`config.mk`:
```
export PLATFORM = sky130hd
export DESIGN_NAME = i2c_register_master_unit
export DESIGN_NICKNAME = d
export VERILOG_FILES = /design/src/rtl/core/i2crm_pkg.sv /design/src/rtl/core/i2crm_front.sv /design/src/rtl/core/i2crm_out_queue.sv /design/src/rtl/core/i2crm_engine.sv /design/src/rtl/core/i2c_register_master_unit.sv
export SDC_FILE = /design/constraint.sdc
export NUM_CORES = 1
export LEC_CHECK = 0
export BUFFER_PORTS_ARGS = -buffer_cell sky130_fd_sc_hd__buf_2
export CORE_MARGIN = 4
export CORE_UTILIZATION = 50
export DETAILED_ROUTE_END_ITERATION = 16
export HOLD_SLACK_MARGIN = 0.03
export PLACE_DENSITY = 0.67
export SYNTH_ARGS = -nofsm -noshare
export SYNTH_HDL_FRONTEND = slang
export SYNTH_HIERARCHICAL = 1
export SYNTH_SLANG_ARGS = --single-unit
export TNS_END_PERCENT = 50
```
`constraint.sdc`:
```
create_clock -name i_clk -period 10.09 [get_ports i_clk]
set_input_delay 2.018 -clock i_clk [delete_from_list [all_inputs] [get_ports i_clk]]
set_output_delay 2.018 -clock i_clk [all_outputs]
set_load 0.005 [all_outputs]
```
`src/rtl/core/i2crm_pkg.sv`:
```
`timescale 1ns / 1ps
package i2crm_pkg;

    // Command codes of an input transfer.
    typedef enum logic [1:0] {
        CMD_TICK   = 2'd0,
        CMD_WRITE  = 2'd1,
        CMD_READ   = 2'd2,
        CMD_SUPPLY = 2'd3
    } t_cmd;

    // Bus sequencer phases, one-hot.
    typedef enum logic [16:0] {
        PH_IDLE      = 17'b00000000000000001,
        PH_ST_HIGH   = 17'b00000000000000010,
        PH_ST_LOW    = 17'b00000000000000100,
        PH_TX_LOW    = 17'b00000000000001000,
        PH_TX_HIGH   = 17'b00000000000010000,
        PH_ACK_REL   = 17'b00000000000100000,
        PH_ACK_HIGH  = 17'b00000000001000000,
        PH_ACK_POLL  = 17'b00000000010000000,
        PH_RS_PREP   = 17'b00000000100000000,
        PH_DATA_LOAD = 17'b00000001000000000,
        PH_RX_LOW    = 17'b00000010000000000,
        PH_RX_HIGH   = 17'b00000100000000000,
        PH_MACK_LOW  = 17'b00001000000000000,
        PH_MACK_HIGH = 17'b00010000000000000,
        PH_STOP_LOW  = 17'b00100000000000000,
        PH_STOP_HIGH = 17'b01000000000000000,
        PH_FINISH    = 17'b10000000000000000
    } t_phase;

    // Which byte of the transaction is on the wire.
    typedef enum logic [1:0] {
        STG_ADDR_W = 2'd0,
        STG_REG    = 2'd1,
        STG_ADDR_R = 2'd2,
        STG_DATA   = 2'd3
    } t_stage;

    // Configuration register indexes.
    localparam logic CFG_HALF_PERIOD = 1'b0;
    localparam logic CFG_ACK_TIMEOUT = 1'b1;

    localparam logic [15:0] HALF_PERIOD_RESET = 16'd10;
    localparam logic [15:0] ACK_TIMEOUT_RESET = 16'd5000;
    localparam logic [15:0] DATA_GAP          = 16'd10;
    localparam int          CHAIN_MAX         = 3;

    // A classified input transfer, as queued between front and back.
    typedef struct packed {
        logic       is_begin;
        logic       is_read;
        logic       is_supply;
        logic [6:0] slave_address;
        logic [7:0] register_address;
        logic [7:0] byte_count;
        logic [7:0] write_byte;
        logic       sda_in;
    } t_item;

    // One result transfer.
    typedef struct packed {
        logic       scl_release;
        logic       sda_release;
        logic       busy_res;
        logic       need_data;
        logic [7:0] read_byte;
        logic       read_valid;
        logic       read_last;
        logic       done_res;
        logic       error;
    } t_res;

    // Complete sequencer state.
    typedef struct packed {
        t_phase      phase;
        t_stage      stage;
        logic [3:0]  bit_index;
        logic [15:0] dly;
        logic [15:0] poll;
        logic [7:0]  shift;
        logic [7:0]  bytes_left;
        logic [6:0]  addr;
        logic [7:0]  regi;
        logic        is_read;
        logic [7:0]  held_byte;
        logic        held_full;
        logic        scl;
        logic        sda;
        logic        aborted;
        logic        o_valid;
        logic        o_last;
        logic [7:0]  o_byte;
        logic        o_done;
        logic        o_err;
    } t_eng;

    // Sequencer state after reset: idle, both lines released, all else clear.
    localparam t_eng ENG_RESET = '{
        phase   : PH_IDLE,
        stage   : STG_ADDR_W,
        scl     : 1'b1,
        sda     : 1'b1,
        default : '0
    };

endpackage

```
`src/rtl/core/i2crm_front.sv`:
```
`timescale 1ns / 1ps
module i2crm_front
    import i2crm_pkg::*;
(
    input  logic       i_clk,
    input  logic       i_rst_n,
    input  logic       i_push,
    output logic       o_full,
    input  logic [1:0] i_command,
    input  logic [6:0] i_slave_address,
    input  logic [7:0] i_register_address,
    input  logic [7:0] i_byte_count,
    input  logic [7:0] i_write_byte,
    input  logic       i_sda_in,
    output logic       o_valid,
    input  logic       i_take,
    output t_item      o_item
);

    t_item      r_mem [2];
    logic       r_wr;
    logic       r_rd;
    logic [1:0] r_cnt;
    t_item      w_item;
    logic       w_in;
    logic       w_out;

    // Classify the command on entry.
    always_comb begin
        w_item.is_begin         = (t_cmd'(i_command) == CMD_WRITE) ||
                                  (t_cmd'(i_command) == CMD_READ);
        w_item.is_read          = (t_cmd'(i_command) == CMD_READ);
        w_item.is_supply        = (t_cmd'(i_command) == CMD_SUPPLY);
        w_item.slave_address    = i_slave_address;
        w_item.register_address = i_register_address;
        w_item.byte_count       = i_byte_count;
        w_item.write_byte       = i_write_byte;
        w_item.sda_in           = i_sda_in;
    end

    assign o_full  = (r_cnt == 2'd2);
    assign o_valid = (r_cnt != 2'd0);
    assign o_item  = r_mem[r_rd];
    assign w_in    = i_push && !o_full;
    assign w_out   = i_take && o_valid;

    // Two-entry queue towards the sequencer.
    always_ff @(posedge i_clk) begin
        if (!i_rst_n) begin
            r_wr  <= 1'b0;
            r_rd  <= 1'b0;
            r_cnt <= 2'd0;
        end else begin
            if (w_in) begin
                r_mem[r_wr] <= w_item;
                r_wr        <= !r_wr;
            end
            if (w_out) begin
                r_rd <= !r_rd;
            end
            r_cnt <= r_cnt + {1'b0, w_in} - {1'b0, w_out};
        end
    end

endmodule

```
`src/rtl/core/i2crm_out_queue.sv`:
```
`timescale 1ns / 1ps
module i2crm_out_queue
    import i2crm_pkg::*;
(
    input  logic i_clk,
    input  logic i_rst_n,
    input  logic i_wr,
    input  t_res i_res,
    output logic o_full,
    output logic o_empty,
    input  logic i_pop,
    output t_res o_res
);

    t_res       r_mem [2];
    logic       r_wr;
    logic       r_rd;
    logic [1:0] r_cnt;
    logic       w_in;
    logic       w_out;

    assign o_full  = (r_cnt == 2'd2);
    assign o_empty = (r_cnt == 2'd0);
    assign o_res   = r_mem[r_rd];
    assign w_in    = i_wr && !o_full;
    assign w_out   = i_pop && !o_empty;

    // Two-entry result queue; the sequencer stalls while it is full.
    always_ff @(posedge i_clk) begin
        if (!i_rst_n) begin
            r_wr  <= 1'b0;
            r_rd  <= 1'b0;
            r_cnt <= 2'd0;
        end else begin
            if (w_in) begin
                r_mem[r_wr] <= i_res;
                r_wr        <= !r_wr;
            end
            if (w_out) begin
                r_rd <= !r_rd;
            end
            r_cnt <= r_cnt + {1'b0, w_in} - {1'b0, w_out};
        end
    end

endmodule

```
`src/rtl/core/i2crm_engine.sv`:
```
`timescale 1ns / 1ps
module i2crm_engine
    import i2crm_pkg::*;
(
    input  logic        i_clk,
    input  logic        i_rst_n,
    input  logic        i_cfg_wr_en,
    input  logic        i_cfg_index,
    input  logic [15:0] i_cfg_data,
    input  logic        i_valid,
    input  t_item       i_item,
    output logic        o_take,
    input  logic        i_out_full,
    output logic        o_wr,
    output t_res        o_res
);

    logic [15:0] r_half_period;
    logic [15:0] r_ack_timeout;
    t_eng        r_st;
    t_eng        n_st;
    t_eng        w_s;
    logic [15:0] w_d;
    logic        w_fire;

    // One bus action; the delay to the next one lands in dly.
    function automatic t_eng act(input t_eng s, input logic sda_in,
                                 input logic [15:0] d, input logic [15:0] tmo);
        t_eng t;
        t = s;
        case (s.phase)
            PH_ST_HIGH: begin
                t.scl = 1'b1; t.sda = 1'b1; t.phase = PH_ST_LOW; t.dly = d;
            end
            PH_ST_LOW: begin
                t.sda = 1'b0; t.bit_index = 4'd0; t.phase = PH_TX_LOW; t.dly = d;
            end
            PH_TX_LOW: begin
                t.scl = 1'b0; t.sda = s.shift[7]; t.phase = PH_TX_HIGH; t.dly = d;
            end
            PH_TX_HIGH: begin
                t.scl = 1'b1;
                t.shift = {s.shift[6:0], 1'b0};
                t.bit_index = s.bit_index + 4'd1;
                t.phase = (t.bit_index >= 4'd8) ? PH_ACK_REL : PH_TX_LOW;
                t.dly = d;
            end
            PH_ACK_REL: begin
                t.scl = 1'b0; t.sda = 1'b1; t.phase = PH_ACK_HIGH; t.dly = d;
            end
            PH_ACK_HIGH: begin
                t.scl = 1'b1; t.poll = tmo; t.phase = PH_ACK_POLL; t.dly = d;
            end
            PH_ACK_POLL: begin
                if (sda_in) begin
                    t.poll = s.poll - 16'd1;
                    if (t.poll == 16'd0) begin
                        t.aborted = 1'b1; t.bytes_left = 8'd0;
                        t.phase = PH_STOP_LOW; t.dly = 16'd0;
                    end else begin
                        t.dly = d;
                    end
                end else begin
                    t.scl = 1'b0;
                    t.dly = 16'd0;
                    case (s.stage)
                        STG_ADDR_W: begin
                            t.shift = s.regi; t.stage = STG_REG;
                            t.bit_index = 4'd0; t.phase = PH_TX_LOW;
                        end
                        STG_REG: begin
                            if (s.is_read) begin
                                t.phase = PH_RS_PREP;
                            end else begin
                                t.phase = (s.bytes_left != 8'd0) ? PH_DATA_LOAD
                                                                 : PH_STOP_LOW;
                            end
                        end
                        STG_ADDR_R: begin
                            if (s.bytes_left != 8'd0) begin
                                t.bit_index = 4'd0; t.shift = 8'd0;
                                t.phase = PH_RX_LOW;
                            end else begin
                                t.phase = PH_STOP_LOW;
                            end
                        end
                        default: begin
                            t.phase = (s.bytes_left != 8'd0) ? PH_DATA_LOAD
                                                             : PH_STOP_LOW;
                            t.dly = DATA_GAP;
                        end
                    endcase
                end
            end
            PH_RS_PREP: begin
                t.scl = 1'b0; t.sda = 1'b1;
                t.shift = {s.addr, 1'b1};
                t.stage = STG_ADDR_R; t.phase = PH_ST_HIGH; t.dly = d;
            end
            PH_DATA_LOAD: begin
                t.scl = 1'b0;
                if (!s.held_full) begin
                    t.dly = 16'd1;
                end else begin
                    t.shift = s.held_byte; t.held_full = 1'b0;
                    t.bytes_left = s.bytes_left - 8'd1;
                    t.stage = STG_DATA; t.bit_index = 4'd0;
                    t.phase = PH_TX_LOW; t.dly = 16'd0;
                end
            end
            PH_RX_LOW: begin
                t.scl = 1'b0; t.sda = 1'b1; t.phase = PH_RX_HIGH; t.dly = d;
            end
            PH_RX_HIGH: begin
                t.scl = 1'b1;
                t.shift = {s.shift[6:0], sda_in};
                t.bit_index = s.bit_index + 4'd1;
                if (t.bit_index >= 4'd8) begin
                    t.bytes_left = s.bytes_left - 8'd1;
                    t.o_valid = 1'b1; t.o_byte = t.shift;
                    t.o_last = (t.bytes_left == 8'd0);
                    t.phase = PH_MACK_LOW;
                end else begin
                    t.phase = PH_RX_LOW;
                end
                t.dly = d;
            end
            PH_MACK_LOW: begin
                t.scl = 1'b0; t.sda = (s.bytes_left == 8'd0);
                t.phase = PH_MACK_HIGH; t.dly = d;
            end
            PH_MACK_HIGH: begin
                t.scl = 1'b1;
                if (s.bytes_left != 8'd0) begin
                    t.bit_index = 4'd0; t.shift = 8'd0; t.phase = PH_RX_LOW;
                end else begin
                    t.phase = PH_STOP_LOW;
                end
                t.dly = d;
            end
            PH_STOP_LOW: begin
                t.scl = 1'b0; t.sda = 1'b0; t.phase = PH_STOP_HIGH; t.dly = d;
            end
            PH_STOP_HIGH: begin
                t.scl = 1'b1; t.sda = 1'b1; t.phase = PH_FINISH; t.dly = d;
            end
            PH_FINISH: begin
                t.o_done = 1'b1; t.o_err = s.aborted; t.phase = PH_IDLE; t.dly = 16'd0;
            end
            default: begin
                t.phase = PH_IDLE; t.dly = 16'd0;
            end
        endcase
        return t;
    endfunction

    assign w_fire = i_valid && !i_out_full;
    assign o_take = w_fire;
    assign o_wr   = w_fire;
    assign w_d    = (r_half_period == 16'd0) ? 16'd1 : r_half_period;

    // One tick: take the command, then run every action that falls due on it.
    always_comb begin
        w_s = r_st;
        w_s.o_valid = 1'b0;
        w_s.o_last  = 1'b0;
        w_s.o_byte  = 8'd0;
        w_s.o_done  = 1'b0;
        w_s.o_err   = 1'b0;
        if (i_item.is_begin && w_s.phase == PH_IDLE) begin
            w_s.addr       = i_item.slave_address;
            w_s.regi       = i_item.register_address;
            w_s.bytes_left = i_item.byte_count;
            w_s.is_read    = i_item.is_read;
            w_s.stage      = STG_ADDR_W;
            w_s.shift      = {i_item.slave_address, 1'b0};
            w_s.bit_index  = 4'd0;
            w_s.aborted    = 1'b0;
            w_s.held_full  = 1'b0;
            w_s.dly        = 16'd0;
            w_s.phase      = PH_ST_HIGH;
        end else if (i_item.is_supply && w_s.phase != PH_IDLE) begin
            w_s.held_byte = i_item.write_byte;
            w_s.held_full = 1'b1;
        end
        if (w_s.phase != PH_IDLE) begin
            if (w_s.dly != 16'd0) begin
                w_s.dly = w_s.dly - 16'd1;
            end
            for (int k = 0; k < CHAIN_MAX; k++) begin
                if (w_s.dly == 16'd0 && w_s.phase != PH_IDLE) begin
                    w_s = act(w_s, i_item.sda_in, w_d, r_ack_timeout);
                end
            end
            if (w_s.phase == PH_IDLE) begin
                w_s.dly = 16'd0;
            end
        end
        n_st = w_fire ? w_s : r_st;
    end

    // Result of the tick.
    always_comb begin
        o_res.scl_release = w_s.scl;
        o_res.sda_release = w_s.sda;
        o_res.busy_res    = (w_s.phase != PH_IDLE);
        o_res.need_data   = (w_s.phase != PH_IDLE) && !w_s.is_read &&
                            (w_s.bytes_left != 8'd0) && !w_s.held_full;
        o_res.read_byte   = w_s.o_byte;
        o_res.read_valid  = w_s.o_valid;
        o_res.read_last   = w_s.o_last;
        o_res.done_res    = w_s.o_done;
        o_res.error       = w_s.o_err;
    end

    // State and configuration registers.
    always_ff @(posedge i_clk) begin
        if (!i_rst_n) begin
            r_half_period <= HALF_PERIOD_RESET;
            r_ack_timeout <= ACK_TIMEOUT_RESET;
            r_st          <= ENG_RESET;
        end else begin
            r_st <= n_st;
            if (i_cfg_wr_en && i_cfg_index == CFG_HALF_PERIOD) begin
                r_half_period <= i_cfg_data;
            end
            if (i_cfg_wr_en && i_cfg_index == CFG_ACK_TIMEOUT) begin
                r_ack_timeout <= i_cfg_data;
            end
        end
    end

endmodule

```
`src/rtl/core/i2c_register_master_unit.sv`:
```
`timescale 1ns / 1ps
// I2C register master. Each input transfer is one microsecond bus tick that may
// also carry a command: begin write, begin read or supply a write data byte.
// Input channel: push/full; the item is taken when push is high and full low.
// Result channel: empty/pop; exactly one result per input item, in order,
// carrying the SCL/SDA release levels, busy, need-data, any received byte
// and the done/error flags of that tick.
// Configuration: i_cfg_wr_en with index 0 (half period) or 1 (ACK timeout),
// to be written only while no items are in flight; the block does not enforce it.
// Each input transfer is registered in the front queue; the sequencer takes
// the item from there and writes its result into the result queue, from
// whose head it can be popped.
// Throughput: one item per clock cycle while the result queue is not full;
// each sequencer step runs all bus actions due on the same tick.
// Reset clears both queues, releases both bus lines, returns the sequencer to
// idle and restores the half period to 10 and the ACK timeout to 5000.
// When the receiver stops popping, the result queue fills, the sequencer
// holds, and then full rises on the input side; nothing is lost.
module i2c_register_master_unit
    import i2crm_pkg::*;
(
    input  logic        i_clk,
    input  logic        i_rst_n,
    input  logic        push,
    output logic        full,
    input  logic [1:0]  i_command,
    input  logic [6:0]  i_slave_address,
    input  logic [7:0]  i_register_address,
    input  logic [7:0]  i_byte_count,
    input  logic [7:0]  i_write_byte,
    input  logic        i_sda_in,
    output logic        empty,
    input  logic        pop,
    output logic        o_scl_release,
    output logic        o_sda_release,
    output logic        o_busy_res,
    output logic        o_need_data,
    output logic [7:0]  o_read_byte,
    output logic        o_read_valid,
    output logic        o_read_last,
    output logic        o_done_res,
    output logic        o_error,
    input  logic        i_cfg_wr_en,
    input  logic        i_cfg_index,
    input  logic [15:0] i_cfg_data
);

    logic  w_q_valid;
    logic  w_take;
    t_item w_item;
    logic  w_wr;
    logic  w_out_full;
    t_res  w_res;
    t_res  w_head;

    // Front: accept and classify commands.
    i2crm_front u_front (
        .i_clk              (i_clk),
        .i_rst_n            (i_rst_n),
        .i_push             (push),
        .o_full             (full),
        .i_command          (i_command),
        .i_slave_address    (i_slave_address),
        .i_register_address (i_register_address),
        .i_byte_count       (i_byte_count),
        .i_write_byte       (i_write_byte),
        .i_sda_in           (i_sda_in),
        .o_valid            (w_q_valid),
        .i_take             (w_take),
        .o_item             (w_item)
    );

    // Back: bus sequencer.
    i2crm_engine u_engine (
        .i_clk       (i_clk),
        .i_rst_n     (i_rst_n),
        .i_cfg_wr_en (i_cfg_wr_en),
        .i_cfg_index (i_cfg_index),
        .i_cfg_data  (i_cfg_data),
        .i_valid     (w_q_valid),
        .i_item      (w_item),
        .o_take      (w_take),
        .i_out_full  (w_out_full),
        .o_wr        (w_wr),
        .o_res       (w_res)
    );

    // Result queue.
    i2crm_out_queue u_out (
        .i_clk   (i_clk),
        .i_rst_n (i_rst_n),
        .i_wr    (w_wr),
        .i_res   (w_res),
        .o_full  (w_out_full),
        .o_empty (empty),
        .i_pop   (pop),
        .o_res   (w_head)
    );

    assign o_scl_release = w_head.scl_release;
    assign o_sda_release = w_head.sda_release;
    assign o_busy_res    = w_head.busy_res;
    assign o_need_data   = w_head.need_data;
    assign o_read_byte   = w_head.read_byte;
    assign o_read_valid  = w_head.read_valid;
    assign o_read_last   = w_head.read_last;
    assign o_done_res    = w_head.done_res;
    assign o_error       = w_head.error;

endmodule
```
# Word level (Yosys, flattened, before mapping)

Memory sizes are Yosys's and may differ from the RTL's. A register that Yosys moved wholly into a read port is not among the register bits.
Index checks and enable logic that the tools add are counted.

Word-level logic and storage cells: 332
Memories kept: 2
Bits in writable memories: 102
Bits in registers: 139
Input bits: 56
Output and inout port bits: 18

Add/subtract/negate cells: 14
Reductions and logical operators: 70
Mux-type cells: 153
Bitwise gates (word level): 1
Equality and inequality tests: 66
$lt $le $gt $ge: 3

Memory list:

| memory        | words | bits a word | rd ports | clocked after Yosys merged registers in | write ports | RTL line              | RTL |
|---|---|---|---|---|---|---|---|
| u_front.r_mem | 2     | 35          | 1        | 1                                       | 1           | i2crm_front.sv:20     | `t_item r_mem [2];` |
| u_out.r_mem   | 2     | 16          | 1        | 1                                       | 1           | i2crm_out_queue.sv:15 | `t_res r_mem [2];` |

Operators with widths:

| cell                  | count |
|---|---|
| $mux 111              | 7 |
| $pmux 17 s15          | 3 |
| $mux 16               | 16 |
| $mux 17               | 9 |
| $pmux 17 s3           | 3 |
| $pmux 16 s3           | 3 |
| $pmux 8 s6            | 3 |
| $mux 8                | 16 |
| $logic_not 16->1      | 7 |
| $pmux 16 s2           | 3 |
| $mux 15               | 6 |
| $ne 17x1->1 const B   | 5 |
| $pmux 8 s3            | 3 |
| $mux 23               | 3 |
| $sub 16x1->16 const B | 4 |
| $mux 10               | 6 |
| $pmux 4 s5            | 3 |
| $eq 17x10->1 const B  | 3 |
| $eq 17x11->1 const B  | 3 |
| $eq 17x12->1 const B  | 3 |
| $eq 17x13->1 const B  | 3 |
| $eq 17x14->1 const B  | 3 |
| $eq 17x15->1 const B  | 3 |
| $eq 17x16->1 const B  | 3 |
| other kinds (46)      | 186 |

# Logic depth before layout (Yosys ltp)

Depth after elaboration: 34
Gate-level depth with buffers: 34

# Cells and area by module

The synthesis kept the hierarchy.

By module, submodules not included:

| module          | times used | cells an instance | area each (sq um) |
|---|---|---|---|
| i2crm_engine    | 1          | 1517              | 10722.8 |
| i2crm_front     | 1          | 139               | 2952.8 |
| i2crm_out_queue | 1          | 76                | 1447.6 |

# Worst setup path after synthesis

Ideal clock, no wire load.

Path kind: register -> register
Start point: register u_engine/r_st[95] (netlist name)
End point: memory u_out/r_mem[0][12] (netlist name) (data pin)
Cell stages (with the launch flop): 34
Path buffers: 7
Setup slack: 2.774 ns
Arrival time: 7.047 ns
Library setup time: 0.269 ns
Cells stage by stage: dfxtp_1 > buf_2 > nor4b_2 > nand4_1 > or2_2 > clkbuf_1 > clkbuf_1 > clkbuf_1 > nand2_1 > ha_1 > buf_4 > or3b_1 > buf_2 > a2111oi_4 > xnor2_1 > a31oi_1 > nor3_2 > and3_1 > buf_4 > nand3_1 > a22oi_1 > ha_1 > nand2_1 > nor3_1 > xor2_1 > a22oi_1 > o211ai_1 > or4b_1 > o311ai_2 > a41oi_2 > or2_1 > or4_1 > a21boi_1 > a31oi_1

RTL lines:

| element                | RTL line              | RTL |
|---|---|---|
| from (decl)            | i2crm_engine.sv:20    | `t_eng r_st;` |
| from (signal assigned) | i2crm_engine.sv:223   | `r_st <= n_st;` |
| to (decl)              | i2crm_out_queue.sv:15 |  |

==> impl_metrics.toml <==
[outcome]
outcome = "completed"

[synthesis]
yosys_warnings = 6
synth-seq-cells = 243
syn_area_um2 = 15100
syn_nets = 1804
yosysUniqueCellTypes = 91
avgSynthCellArea_um2 = 8.73
synthArstFlopShare = 0
netlist_instances = 1732
yosysMostFrequentCell = "nand2_1"
ys_seq_area_frac = 0.389
yosys.area.top_type = "edfxtp_1"
synth_flop_cell = "dfxtp_1"
yosys-top-cells-area = "edfxtp_1 20%, dfxtp_1 19%, nand2_1 6.8%, mux2_4 4.1%, a21boi_0 3.4%"
synth_edf_count = 102
synth_common_cells = "272 x nand2_1, 141 x dfxtp_1, 120 x nor2_1"
yosysTopAreaCellShare = 0.203

[sta]
clock.fmax_mhz = 113
max_slew_margin = 0.221
setup_viol = 0
finClkSkew_ns = 0.0123
fin_setup_tns_ns = 0
fin_crit_sh = 0.879
rsz0062_at_grt = "no"
finalMaxSlewViolations = 0
hold_viol = 0
finalCriticalPeriod_ns = 8.87
worst_pin_slew_ns = 1.16

[placed_design]
dpl.hpwl_um = 36300
io_buffers = 73
place.gp.congestion = 1.04
place.detailed.instances = 2094

[finish]
syn_to_final_growth_pct = 8.87
final_nets = 1805
multi_input_area_um2 = 8470
fin_cells = 2144
antenna_cells = 0
drive_above_1_share = 0.140
seq_area_um2 = 5890
nFillCells = 2756

[routing]
num_vias = 13600
wl_per_cell_um = 22.9
avgViaCountPerCell = 6.35
drc = 0
wl_um = 49200
dr.pass1.iters = 6
ant_nets = 0
drt_iter0_drc = 1490

[worst_setup_path]
cp_num_buf_inv = 0
critPathCaptureType = "flip-flop"
max_stage_delay_ns = 0.62
cp_top_family = "simple AND/OR/NAND/NOR gates"
crit_path_max_fanout = 27
worstPathArrival_ns = 9.15
critPathRequiredTime_ns = 10.37
start_kind = "flip-flop"
slowest_stage = "or2_2"
path_class = "reg2reg"

[clock_tree]
clock-sinks = 243
worstSkewPairLatency_ns = 0.55
tritoncts = "done"
numCtsBuffers = 27
htree_levels = 1
post_cts_buffers = 0
root_buffer = "clkbuf_16"
path_clk_slew_ns = 0.06
post_cts_resized = 0
hold_buffers = 0
clockBufferDepth = 3

[global_routing]
grt_use_met1 = 0.377
grtUsageMet3 = 0.0511
grt_start_max_net_pins = 80
grt_pass1_vias = 13200
antenna_found_initial = 0
grt_usage = 0.287
grt_overflow = 0
met2_usage = 0.472
grt_first_pass_wirelength_um = 76300
busiest_layer = "met2"

[floorplan]
initial_core_util = 0.509
die_x_um = 182
dieArea_um2 = 33100
coreArea_um2 = 29700
die_h_um = 182
io_pins = 74
placementRows = 63

[power]
powerDensity_nw_per_um2 = 307
clkPwrFrac = 0.207
p_sw_frac = 0.456
peakVddDrop_uv = 166
pwr-share-comb = 0.527
p_total_w = 0.00506
power.switching_w = 0.00231
power_leakage_nw = 6.33
sequentialPowerShare = 0.266
intPower_w = 0.00275

[flow_run]
drv_cap = 0

[min_path]
hold_path_class = "reg2reg"
-- worst paths after layout --
kind         depth (start not counted)  slack (ns)                 end          startpoint
max                                 25        1.22  u_out/r_mem[1][12]  u_engine/r_st[102]
min                                  2        0.46   u_engine/r_st[30]   u_engine/r_st[30]
max reg2reg                         25        1.22  u_out/r_mem[1][12]  u_engine/r_st[102]
min reg2reg                          2        0.46   u_engine/r_st[30]   u_engine/r_st[30]
-- cells in the final DEF (no fill, tap or decap), types with 9 or more instances in the layout --
cell	instances
nand2_1	272
dfxtp_1	140
nor2_1	116
edfxtp_1	102
a21oi_1	97
o21ai_0	86
buf_2	72
a21boi_0	68
nand3_1	61
nor3_1	56
mux2_4	41
inv_1	30
nand4_1	29
clkbuf_16	28
xnor2_1	28
buf_4	25
mux2i_1	25
o211a_1	25
nor4_1	24
nor2b_1	22
a31oi_1	22
and2_1	19
xor2_1	19
nand2b_1	18
and3_1	18
or3_1	18
a22oi_1	18
ha_1	16
or2_2	13
mux2_2	13
o211ai_1	11
or4_1	11
nor3b_1	10
a211oi_1	10
o22ai_1	9
o21a_1	9
-- power groups by stage --
stage	Sequential (W)	Clock [W]	Combinational [W]
6_report	0.00135	0.00105	0.00267
5_1_grt	0.00137	0.00111	0.00288
4_1_cts	0.00135	0.00107	0.00262
3_5_place_dp	0.00136	0	0.00261
3_3_place_gp	0.00136	0	0.00261
2_1_floorplan	0.00128	0	0.00196
-- worst min-delay path, cell delays in order (launching register included) --
cell and delay [ns]:
dfxtp_1 0.31, nand2_1 0.05, a21boi_0 0.06
-- registers in the layout, indices dropped and copies added (netlist names), 2 cells and up, named ones only --
name	flops
u_engine/r_st	99
u_front/r_mem	70
u_out/r_mem	32
u_engine/r_ack_timeout	16
u_engine/r_half_period	16
u_front/r_cnt	2
u_out/r_cnt	2
-- kinds of logic after synthesis --
group,share of synthesized area
buffers and inverters,0.0516
adder cells (fa/ha/maj),0.0132
AO/OA/AOI/OAI,0.202
multiplexers,0.0677
XOR/XNOR,0.0272
AND/OR/NAND/NOR,0.249
flip-flops,0.389
-- layout make-up --
cell class,instances,share of cell area
well taps,390,0.0296
inverters,30,0.00684
clock inverters,12,0.0103
flip-flops and latches,243,0.358
repair buffers,97,0.0333
clock buffers,38,0.0479
multi-input cells,1334,0.515
-- per-layer routing --
metal  up-vias  routed length (um)  part of all wire
li1       6333                   -                 -
met5         -                   0                 0
met4         0                2200             0.045
met1      6529               20400              0.41
met3       133                3820             0.078
met2       622               22800              0.46
-- stage by stage --
step / area, um2 / hold slack [ns] / util / setup WS (ns)
floorplan: 15100 / 0.434 / - / 2.77
global placement: 15500 / 0.450 / 0.522 / 1.58
finish: 16500 / 0.463 / 0.554 / 1.22
detailed placement: 15500 / 0.456 / 0.522 / 1.40
global route: 16500 / 0.491 / 0.554 / 0.623
CTS: 16500 / 0.465 / 0.554 / 1.37
(Power assumes the default switching activity.)
